$ cat src/rtl/siir_pkg.sv
// ----------------------------------------------------------------------------
// siir_pkg
// Shared widths, types and constants of the stereo direct-form-I IIR filter.
// ----------------------------------------------------------------------------
package siir_pkg;

	localparam int SAMPLE_W   = 24;
	localparam int COEF_W     = 24;
	localparam int FRAC_SHIFT = COEF_W - 4;
	localparam int PROD_W     = SAMPLE_W + COEF_W;
	localparam int ACC_W      = PROD_W + 8;

	localparam int NUM_REGS   = 7;
	localparam int REG_IDX_W  = 3;

	localparam int HIST_AW    = 4;
	localparam int HIST_DEPTH = 1 << HIST_AW;

	localparam logic CH_RIGHT = 1'b0;
	localparam logic CH_LEFT  = 1'b1;

	typedef logic signed [SAMPLE_W-1:0] sample_t;
	typedef logic signed [COEF_W-1:0]   coef_t;

	localparam coef_t COEF_ONE = coef_t'(1) <<< FRAC_SHIFT;

	localparam logic signed [ACC_W-1:0] ACC_ROUND = ACC_W'(1) << (FRAC_SHIFT - 1);
	localparam logic signed [ACC_W-1:0] ACC_SAT_MAX =
		{{(ACC_W-SAMPLE_W+1){1'b0}}, {(SAMPLE_W-1){1'b1}}};
	localparam logic signed [ACC_W-1:0] ACC_SAT_MIN =
		{{(ACC_W-SAMPLE_W+1){1'b1}}, {(SAMPLE_W-1){1'b0}}};

	typedef struct packed {
		logic valid;
		logic first;
		logic last;
		logic neg;
		logic use_x;
		logic chan;
	} term_ctl_t;

	typedef struct packed {
		logic    valid;
		logic    chan;
		logic    sat;
		sample_t value;
	} mac_res_t;

	typedef struct packed {
		logic               we;
		logic [HIST_AW-1:0] waddr;
		sample_t            wdata;
		logic               re;
		logic [HIST_AW-1:0] raddr;
	} hist_req_t;

endpackage

$ cat src/rtl/siir_in_if.sv
// ----------------------------------------------------------------------------
// siir_in_if
// Request channel carrying one stereo input frame.
// ----------------------------------------------------------------------------
interface siir_in_if import siir_pkg::*; ();
	logic    valid;
	logic    ready;
	sample_t sample_right;
	sample_t sample_left;

	modport source (output valid, sample_right, sample_left, input ready);
	modport sink (input valid, sample_right, sample_left, output ready);
endinterface

$ cat src/rtl/siir_out_if.sv
// ----------------------------------------------------------------------------
// siir_out_if
// Request channel carrying one filtered stereo frame and its clip flag.
// ----------------------------------------------------------------------------
interface siir_out_if import siir_pkg::*; ();
	logic    valid;
	logic    ready;
	sample_t filtered_right;
	sample_t filtered_left;
	logic    clipped;

	modport source (output valid, filtered_right, filtered_left, clipped, input ready);
	modport sink (input valid, filtered_right, filtered_left, clipped, output ready);
endinterface

$ cat src/rtl/siir_coef_regs.sv
// ----------------------------------------------------------------------------
// siir_coef_regs
// Coefficient register file with a write port and one selected read.
// ----------------------------------------------------------------------------
module siir_coef_regs import siir_pkg::*; (
	input  logic                 clk,
	input  logic                 arst_n,
	input  logic                 wr_en,
	input  logic [REG_IDX_W-1:0] wr_index,
	input  logic [COEF_W-1:0]    wr_data,
	input  logic [REG_IDX_W-1:0] rd_index,
	output coef_t                rd_coef
);

	coef_t coef_q [NUM_REGS];

	always_ff @(posedge clk or negedge arst_n) begin
		if (!arst_n) begin
			for (int i = 0; i < NUM_REGS; i++) begin
				coef_q[i] <= (i == 0) ? COEF_ONE : '0;
			end
		end else if (wr_en && (int'(wr_index) < NUM_REGS)) begin
			coef_q[wr_index] <= coef_t'(wr_data);
		end
	end

	always_comb begin
		rd_coef = '0;
		if (int'(rd_index) < NUM_REGS) begin
			rd_coef = coef_q[rd_index];
		end
	end

endmodule

$ cat src/rtl/siir_hist_mem.sv
// ----------------------------------------------------------------------------
// siir_hist_mem
// Sample history memory with registered read and per-entry valid bits.
// ----------------------------------------------------------------------------
module siir_hist_mem import siir_pkg::*; (
	input  logic      clk,
	input  logic      arst_n,
	input  hist_req_t req,
	output sample_t   rdata
);

	sample_t                 mem_q [HIST_DEPTH];
	logic [HIST_DEPTH-1:0]   vld_q;
	sample_t                 rd_q;
	logic                    rd_vld_q;

	always_ff @(posedge clk) begin
		if (req.we) begin
			mem_q[req.waddr] <= req.wdata;
		end
		if (req.re) begin
			rd_q <= mem_q[req.raddr];
		end
	end

	always_ff @(posedge clk or negedge arst_n) begin
		if (!arst_n) begin
			vld_q    <= '0;
			rd_vld_q <= 1'b0;
		end else begin
			if (req.we) begin
				vld_q[req.waddr] <= 1'b1;
			end
			if (req.re) begin
				rd_vld_q <= vld_q[req.raddr];
			end
		end
	end

	// An entry never written since reset reads as zero.
	assign rdata = rd_vld_q ? rd_q : '0;

`ifndef ASSERT_OFF
	a_no_rw_overlap: assert property (@(posedge clk) disable iff (!arst_n)
		!(req.we && req.re))
		else $error("history memory read and written in the same cycle");
`endif

endmodule

$ cat src/rtl/siir_mac.sv
// ----------------------------------------------------------------------------
// siir_mac
// Shared multiply-accumulate unit with rounding and saturation.
// ----------------------------------------------------------------------------
module siir_mac import siir_pkg::*; (
	input  logic      clk,
	input  logic      arst_n,
	input  term_ctl_t ctl,
	input  coef_t     coef,
	input  sample_t   sample,
	output mac_res_t  res
);

	term_ctl_t                  ctl_s3;
	logic signed [PROD_W-1:0]   prod_s3;
	logic signed [ACC_W-1:0]    acc_q;
	logic                       fin_s4;
	logic                       chan_s4;
	mac_res_t                   res_q;

	logic signed [ACC_W-1:0]    prod_ext;
	logic signed [ACC_W-1:0]    acc_next;
	logic signed [ACC_W-1:0]    rnd;
	logic signed [ACC_W-1:0]    shf;

	always_ff @(posedge clk) begin
		prod_s3 <= coef * sample;
		if (ctl_s3.valid) begin
			acc_q <= acc_next;
		end
	end

	always_ff @(posedge clk or negedge arst_n) begin
		if (!arst_n) begin
			ctl_s3  <= '0;
			fin_s4  <= 1'b0;
			chan_s4 <= CH_RIGHT;
			res_q   <= '0;
		end else begin
			ctl_s3  <= ctl;
			fin_s4  <= ctl_s3.valid && ctl_s3.last;
			chan_s4 <= ctl_s3.chan;
			res_q.valid <= fin_s4;
			if (fin_s4) begin
				res_q.chan <= chan_s4;
				if (shf > ACC_SAT_MAX) begin
					res_q.value <= ACC_SAT_MAX[SAMPLE_W-1:0];
					res_q.sat   <= 1'b1;
				end else if (shf < ACC_SAT_MIN) begin
					res_q.value <= ACC_SAT_MIN[SAMPLE_W-1:0];
					res_q.sat   <= 1'b1;
				end else begin
					res_q.value <= shf[SAMPLE_W-1:0];
					res_q.sat   <= 1'b0;
				end
			end
		end
	end

	always_comb begin
		prod_ext = {{(ACC_W-PROD_W){prod_s3[PROD_W-1]}}, prod_s3};
		acc_next = (ctl_s3.first ? '0 : acc_q) + (ctl_s3.neg ? -prod_ext : prod_ext);
		rnd      = acc_q + ACC_ROUND;
		shf      = rnd >>> FRAC_SHIFT;
	end

	assign res = res_q;

endmodule

$ cat src/rtl/stereo_iir_direct_form_one_unit.sv
// ----------------------------------------------------------------------------
// stereo_iir_direct_form_one_unit
// Stereo direct-form-I IIR filter of order three with shared coefficients.
// ----------------------------------------------------------------------------
// The samples channel takes one request holding a right and a left Q1.23
// sample; the filtered channel returns one request per frame with both
// rounded and saturated outputs and a clip flag. Coefficients are written
// through wr_en, wr_index and wr_data while no frame is in progress.
// The fourteen products of a frame run one per cycle through the single
// multiply-accumulate unit, each channel's sum is rounded and saturated in
// its result register, and the new input and output samples of both
// channels are then written into the history memory. The filtered request
// appears in the same cycle that the unit returns to idle and can take the
// next frame. A new frame is taken while the previous result still waits
// in the output register; if the receiver stalls, the unit holds the
// finished frame and stops taking input until the output register frees.
// Reset clears the history, restores the coefficients to a pass-through
// filter and empties the output register.
// ----------------------------------------------------------------------------
module stereo_iir_direct_form_one_unit import siir_pkg::*; (
	input  logic                 clk,
	input  logic                 arst_n,
	siir_in_if.sink              samples,
	siir_out_if.source           filtered,
	input  logic                 wr_en,
	input  logic [REG_IDX_W-1:0] wr_index,
	input  logic [COEF_W-1:0]    wr_data
);

	localparam logic [2:0] ST_IDLE  = 3'd0;
	localparam logic [2:0] ST_RUN   = 3'd1;
	localparam logic [2:0] ST_DRAIN = 3'd2;
	localparam logic [2:0] ST_WB    = 3'd3;
	localparam logic [2:0] ST_OUT   = 3'd4;

	localparam logic [2:0] TERM_X    = 3'd0;
	localparam logic [2:0] TERM_FB   = 3'd4;
	localparam logic [2:0] TERM_LAST = 3'd6;
	localparam logic [1:0] SLOT_LAST = 2'd2;
	localparam logic [1:0] WB_LAST   = 2'd3;

	logic [2:0] state_q;
	logic       chan_q;
	logic [2:0] term_q;
	logic [1:0] wcnt_q;
	logic [1:0] wp_q;
	sample_t    xr_q;
	sample_t    xl_q;
	sample_t    yr_q;
	sample_t    yl_q;
	logic       sat_q;

	term_ctl_t  ctl_s1;
	term_ctl_t  ctl_s2;
	coef_t      coef_s1;
	coef_t      coef_s2;
	sample_t    x_s2;
	sample_t    hist_rdata;
	sample_t    mac_sample;
	mac_res_t   res;
	hist_req_t  hreq;

	logic       fv_q;
	sample_t    fr_q;
	sample_t    fl_q;
	logic       fc_q;

	logic       is_y;
	logic [2:0] depth;
	logic [2:0] slot_sum;
	logic [1:0] slot;
	logic       out_load;

	siir_coef_regs u_coef (
		.clk      (clk),
		.arst_n   (arst_n),
		.wr_en    (wr_en),
		.wr_index (wr_index),
		.wr_data  (wr_data),
		.rd_index (term_q),
		.rd_coef  (coef_s1)
	);

	siir_hist_mem u_hist (
		.clk    (clk),
		.arst_n (arst_n),
		.req    (hreq),
		.rdata  (hist_rdata)
	);

	siir_mac u_mac (
		.clk    (clk),
		.arst_n (arst_n),
		.ctl    (ctl_s2),
		.coef   (coef_s2),
		.sample (mac_sample),
		.res    (res)
	);

	// Histories are ring buffers; wp_q is the slot that takes the next sample.
	always_comb begin
		is_y     = (term_q >= TERM_FB);
		depth    = is_y ? (term_q - TERM_FB) : (term_q - 3'd1);
		slot_sum = {1'b0, wp_q} + 3'd2 - depth;
		slot     = (slot_sum >= 3'd3) ? 2'(slot_sum - 3'd3) : slot_sum[1:0];

		ctl_s1.valid = (state_q == ST_RUN);
		ctl_s1.first = (term_q == TERM_X);
		ctl_s1.last  = (term_q == TERM_LAST);
		ctl_s1.neg   = is_y;
		ctl_s1.use_x = (term_q == TERM_X);
		ctl_s1.chan  = chan_q;

		hreq.re    = (state_q == ST_RUN) && (term_q != TERM_X);
		hreq.raddr = {chan_q, is_y, slot};
		hreq.we    = (state_q == ST_WB);
		hreq.waddr = {wcnt_q[0], wcnt_q[1], wp_q};
		case (wcnt_q)
			2'd0:    hreq.wdata = xr_q;
			2'd1:    hreq.wdata = xl_q;
			2'd2:    hreq.wdata = yr_q;
			default: hreq.wdata = yl_q;
		endcase

		mac_sample = ctl_s2.use_x ? x_s2 : hist_rdata;
		out_load   = (state_q == ST_OUT) && (!fv_q || filtered.ready);
	end

	always_ff @(posedge clk) begin
		coef_s2 <= coef_s1;
		x_s2    <= (chan_q == CH_LEFT) ? xl_q : xr_q;
		if (samples.valid && samples.ready) begin
			xr_q <= samples.sample_right;
			xl_q <= samples.sample_left;
		end
		if (res.valid) begin
			if (res.chan == CH_LEFT) begin
				yl_q  <= res.value;
				sat_q <= sat_q | res.sat;
			end else begin
				yr_q  <= res.value;
				sat_q <= res.sat;
			end
		end
		if (out_load) begin
			fr_q <= yr_q;
			fl_q <= yl_q;
			fc_q <= sat_q;
		end
	end

	always_ff @(posedge clk or negedge arst_n) begin
		if (!arst_n) begin
			state_q <= ST_IDLE;
			chan_q  <= CH_RIGHT;
			term_q  <= TERM_X;
			wcnt_q  <= '0;
			wp_q    <= '0;
			ctl_s2  <= '0;
			fv_q    <= 1'b0;
		end else begin
			ctl_s2 <= ctl_s1;
			if (out_load) begin
				fv_q <= 1'b1;
			end else if (filtered.ready) begin
				fv_q <= 1'b0;
			end
			case (state_q)
				ST_IDLE: begin
					if (samples.valid) begin
						state_q <= ST_RUN;
						chan_q  <= CH_RIGHT;
						term_q  <= TERM_X;
					end
				end
				ST_RUN: begin
					if (term_q == TERM_LAST) begin
						term_q <= TERM_X;
						if (chan_q == CH_LEFT) begin
							state_q <= ST_DRAIN;
						end else begin
							chan_q <= CH_LEFT;
						end
					end else begin
						term_q <= term_q + 3'd1;
					end
				end
				ST_DRAIN: begin
					if (res.valid && (res.chan == CH_LEFT)) begin
						state_q <= ST_WB;
						wcnt_q  <= '0;
					end
				end
				ST_WB: begin
					wcnt_q <= wcnt_q + 2'd1;
					if (wcnt_q == WB_LAST) begin
						wp_q    <= (wp_q == SLOT_LAST) ? 2'd0 : wp_q + 2'd1;
						state_q <= ST_OUT;
					end
				end
				ST_OUT: begin
					if (out_load) begin
						state_q <= ST_IDLE;
					end
				end
				default: begin
					state_q <= ST_IDLE;
				end
			endcase
		end
	end

	assign samples.ready           = (state_q == ST_IDLE);
	assign filtered.valid          = fv_q;
	assign filtered.filtered_right = fr_q;
	assign filtered.filtered_left  = fl_q;
	assign filtered.clipped        = fc_q;

`ifndef ASSERT_OFF
	a_accept_starts_run: assert property (@(posedge clk) disable iff (!arst_n)
		(samples.valid && samples.ready) |=>
		(state_q == ST_RUN && term_q == TERM_X && chan_q == CH_RIGHT))
		else $error("accepted frame did not start at the first right term");

	a_idle_pipe_empty: assert property (@(posedge clk) disable iff (!arst_n)
		samples.ready |-> (!ctl_s2.valid && !res.valid))
		else $error("work still in flight while taking a new frame");

	a_result_in_drain: assert property (@(posedge clk) disable iff (!arst_n)
		res.valid |-> (state_q == ST_RUN || state_q == ST_DRAIN))
		else $error("filter result arrived outside the compute phase");

	a_slot_range: assert property (@(posedge clk) disable iff (!arst_n)
		wp_q <= SLOT_LAST)
		else $error("history write slot out of range");
`endif

endmodule
$ cat src/flat_wrapper.sv
// flat-port wrapper written by rule: the top's interface ports become plain ports
module stereo_iir_direct_form_one_unit_flat import siir_pkg::*;
  (clk, arst_n, wr_en, wr_index, wr_data, samples_valid, samples_sample_right, samples_sample_left, samples_ready, filtered_valid, filtered_filtered_right, filtered_filtered_left, filtered_clipped, filtered_ready);
  siir_in_if samples_i ();
  siir_out_if filtered_i ();
  input  logic clk;
  input  logic arst_n;
  input  logic wr_en;
  input  logic [REG_IDX_W-1:0] wr_index;
  input  logic [COEF_W-1:0] wr_data;
  input wire logic [$bits(samples_i.valid)-1:0] samples_valid;
  input wire logic [$bits(samples_i.sample_right)-1:0] samples_sample_right;
  input wire logic [$bits(samples_i.sample_left)-1:0] samples_sample_left;
  output wire logic [$bits(samples_i.ready)-1:0] samples_ready;
  output wire logic [$bits(filtered_i.valid)-1:0] filtered_valid;
  output wire logic [$bits(filtered_i.filtered_right)-1:0] filtered_filtered_right;
  output wire logic [$bits(filtered_i.filtered_left)-1:0] filtered_filtered_left;
  output wire logic [$bits(filtered_i.clipped)-1:0] filtered_clipped;
  input wire logic [$bits(filtered_i.ready)-1:0] filtered_ready;
  assign samples_i.valid = samples_valid;
  assign samples_i.sample_right = samples_sample_right;
  assign samples_i.sample_left = samples_sample_left;
  assign samples_ready = samples_i.ready;
  assign filtered_valid = filtered_i.valid;
  assign filtered_filtered_right = filtered_i.filtered_right;
  assign filtered_filtered_left = filtered_i.filtered_left;
  assign filtered_clipped = filtered_i.clipped;
  assign filtered_i.ready = filtered_ready;
  stereo_iir_direct_form_one_unit u_core (.clk(clk), .arst_n(arst_n), .samples(samples_i), .filtered(filtered_i), .wr_en(wr_en), .wr_index(wr_index), .wr_data(wr_data));
endmodule
$ cat config.mk
export PLATFORM = sky130hd
export DESIGN_NAME = stereo_iir_direct_form_one_unit_flat
export DESIGN_NICKNAME = d
export VERILOG_FILES = /design/src/rtl/siir_pkg.sv /design/src/rtl/siir_in_if.sv /design/src/rtl/siir_out_if.sv /design/src/rtl/siir_coef_regs.sv /design/src/rtl/siir_hist_mem.sv /design/src/rtl/siir_mac.sv /design/src/rtl/stereo_iir_direct_form_one_unit.sv /design/src/flat_wrapper.sv
export SDC_FILE = /design/constraint.sdc
export NUM_CORES = 2
export LEC_CHECK = 0
export BUFFER_PORTS_ARGS = -buffer_cell sky130_fd_sc_hd__buf_2
export CELL_PAD_IN_SITES_DETAIL_PLACEMENT = 1
export CELL_PAD_IN_SITES_GLOBAL_PLACEMENT = 1
export CORE_MARGIN = 3
export CORE_UTILIZATION = 53
export CTS_BUF_LIST = sky130_fd_sc_hd__clkbuf_16
export DETAILED_ROUTE_END_ITERATION = 8
export PLACE_DENSITY_LB_ADDON = 0.05
export SKIP_LAST_GASP = 1
export SYNTH_ARGS = -nofsm -noshare
export SYNTH_HDL_FRONTEND = slang
export SYNTH_SLANG_ARGS = --single-unit
$ cat constraint.sdc
create_clock -name clk -period 11.02 [get_ports clk]
set_input_delay 1.102 -clock clk [delete_from_list [all_inputs] [get_ports clk]]
set_output_delay 1.102 -clock clk [all_outputs]
set_load 0.03 [all_outputs]
==> impl_metrics.csv <==
group,metric,value,unit
yosys,yosysMostFrequentCell,"inv_1",
critical_path,path_class,"reg -> reg",
clock_tree,clock_latency,750,ps
worst_hold_path,min_path_type,"reg -> reg",
yosys,synth.largest_area_cell,"edfxtp_1",
job,maxCapViolCount,0,
yosys,syn-cell-area,0.06185,mm²
die,ioPinCount,131,
placed_design,hpwlAfterDp,129.6,mm
yosys,synthCells,5351,
clock_tree,root_buffer,"clkbuf_16",
die,row_count,124,
clock_tree,cts.path.max_buffers,3,
yosys,synth_commonest_cells,"669 x inv_1, 610 x edfxtp_1, 608 x fa_1",
layout,fin_nets,6315,
yosys,synthArstFlopShare,25.05,%
sta,post-route-period-util,87.01,%
layout,multi_input_area,0.03239,mm²
global_route,grt_pass1_wl,276.7,mm
layout,fillers,11790,
yosys,synth_cell_types,83,
clock_tree,cts_tree,"yes",
clock_tree,postCtsSetupBuffers,0,
route,wl,181.0,mm
route,drc,0,
sta,final.setup_skew,69.14,ps
route,antenna_left,0,
route,drtPass1Iterations,6,
critical_path,required,11630,ps
global_route,grt_overflow,0,
yosys,syn_avg_cell_area,11.56,µm²
yosys,synth_top_area_share,29.62,%
sta,worst_pin_slew,1357,ps
global_route,antenna_found_initial,4,
critical_path,slowest_delay,1020,ps
placed_design,numPortBuffers,130,
route,num_vias,41430,
sta,tns,0,ps
clock_tree,cts_buffers,102,
clock_tree,ctsResizeCount,0,
yosys,synth_nets,6244,
sta,rsz0062_at_grt,"false",
route,first_iter_violations,3267,
clock_tree,clk_pin_slew,60,ps
sta,hold_violations,0,
sta,slew_headroom,6.935,%
yosys,yosysSeqAreaShare,42.27,%
global_route,grt_pass1_vias,44960,
critical_path,crit_chain,"buf_4, nor2b_2, a22o_1, nand2_1, fa_1, fa_1, inv_1, fa_1, fa_1, fa_1, fa_1, inv_1, fa_1, inv_1, ha_1, and3_1, o21a_1, a311oi_1, a2bb2oi_1, o2111ai_1, a41oi_1, o31ai_1, a311oi_1, xnor2_1",
die,die_w,347.6,µm
sta,max_freq,104.3,MHz
sta,fin_crit,9589,ps
layout,drive_gt1_share,13.37,%
critical_path,crit_path_end_kind,"flip-flop",
sta,drv_slew,0,
critical_path,start_kind,"flip-flop",
sta,setup_violations,0,
layout,syn_to_final_growth,9.672,%
placed_design,place_congestion,0.8979,
critical_path,slowest_stage,"nor2b_2",
route,via_per_inst,5.897,
yosys,synth_ff_type,"edfxtp_1",
critical_path,worstPathMaxFanout,28,
die,dieHeight,347.6,µm
die,initial_core_util,53.73,%
outcome,outcome,"finished, final reports clean",
clock_tree,htreeDepth,3,
yosys,ys_ff_latch,942,
critical_path,crit_arrival,10200,ps
clock_tree,cts_num_sinks,942,
critical_path,crit_top_cell,"fa_1",
yosys,synth_edf_count,610,
route,routedWlPerCell,25.77,µm
clock_tree,hold_buffers,0,
yosys,synth_area_leaders,"edfxtp_1 30%, fa_1 20%, dfrtp_1 9.5%",
global_route,track_usage,30.29,%
global_route,grt_max_degree,155,
die,die-area,0.1208,mm²
die,core_area,0.1151,mm²
layout,seq_area,0.02616,mm²
yosys,yosys_warnings,0,
==> flip-flops by register name, indices dropped and copies added (netlist names), 2 cells and up <==
name	cells
u_core.wp_q	2
u_core.term_q	3
u_core.yl_q	24
u_core.coef_s2	24
u_core.u_hist.vld_q	16
u_core.ctl_s2	5
u_core.u_mac.prod_s3	48
u_core.filtered.filtered_left	24
u_core.filtered.filtered_right	24
u_core.xr_q	24
u_core.u_mac.acc_q	56
u_core.state_q	3
u_core.u_coef.coef_q	168
u_core.yr_q	24
u_core.u_hist.mem_q	384
u_core.x_s2	24
u_core.u_hist.rd_q	24
u_core.wcnt_q	2
u_core.u_mac.res	27
u_core.u_mac.ctl_s3	5
u_core.xl_q	24
==> through the flow <==
stage | instances | area [µm²] | hold slack (ps) | setup slack, ps | util (%)
finish | 7025 | 67830 | 353.4 | 1431 | 58.92
global route | 7024 | 67830 | 372.4 | 1002 | 58.92
CTS | 7024 | 67830 | 359.7 | 1497 | 58.92
detailed placement | 6830 | 64470 | 351.7 | 1461 | 56.00
global placement | 6830 | 64470 | 332.9 | 1745 | 56.00
floorplan | 5351 | 61850 | 331.2 | 3188 | -
==> path summary, 6_finish.rpt <==
check	start	endpoint	slack, ps	cells past startpoint
worst max-delay path	u_core.ctl_s2[4]	u_core.u_mac.prod_s3[47]	1430	24
worst min-delay path	u_core.u_mac.ctl_s3[0]	u_core.u_mac.chan_s4	350	0
worst max register to register	u_core.ctl_s2[4]	u_core.u_mac.prod_s3[47]	1430	24
worst min register to register	u_core.u_mac.ctl_s3[0]	u_core.u_mac.chan_s4	350	0
max in group asynchronous	arst_n	u_core.u_mac.ctl_s3[4]	9100	2
min in group asynchronous	arst_n	u_core.u_coef.coef_q[80]	420	1
==> cells by family after synthesis <==
kind of cell	share of synthesized area, %
adders and majority gates	23.83
buffers and inverters	5.753
muxes	6.209
AOI/OAI and AO/OA	7.839
xor gates and xnor gates	2.490
DFF	42.27
and+or+nand+nor	11.61
==> worst max-delay path: cells and delay by family (launching register included) <==
family	cells	cell delay, ps
AND/OR/NAND/NOR	3	1430
adder cells (fa/ha/maj)	8	4050
flip-flops	1	370
AO/OA/AOI/OAI	8	3100
buffers and inverters	4	390
XOR/XNOR	1	100
==> layout make-up <==
class                      instances  area share, %
antenna                            1       0.003689
clock buffer                     104          3.837
clock inverter                    90          1.116
inverter                         669          3.702
multi-input combinational       3466          47.75
sequential                       942          38.56
tap                             1512          2.789
timing repair buffer             241          2.239
==> metal layers <==
layer	part of all wire, %	global-route usage, %	vias up
li1	-	-	18110
met1	42	41.79	21740
met2	48	49.42	1322
met3	7.2	5.420	252
met4	2.8	9.155	6
met5	0.020	0	-
==> layout by cell type (no fill, tap or decap), drive strengths merged, types with 21 or more instances in the layout <==
cell      n
and2    247
xnor2   129
inv     693
a31oi   114
o21ai    80
a211oi  122
nor2    195
xor2     46
mux2    195
buf     241
nor3     24
dfrtp   235
mux2i    54
dfxtp    96
nor2b   200
mux4     49
nand4    23
nand3    35
ha      205
a21o     62
nand2   607
nand2b   29
edfxtp  610
clkbuf  104
a21oi   144
fa      608
a222oi   24
o31ai    21
or2      26
clkinv   54
Power is not shown: default switching activity piles up to over one toggle a cycle in this logic, so the estimate is an artifact.
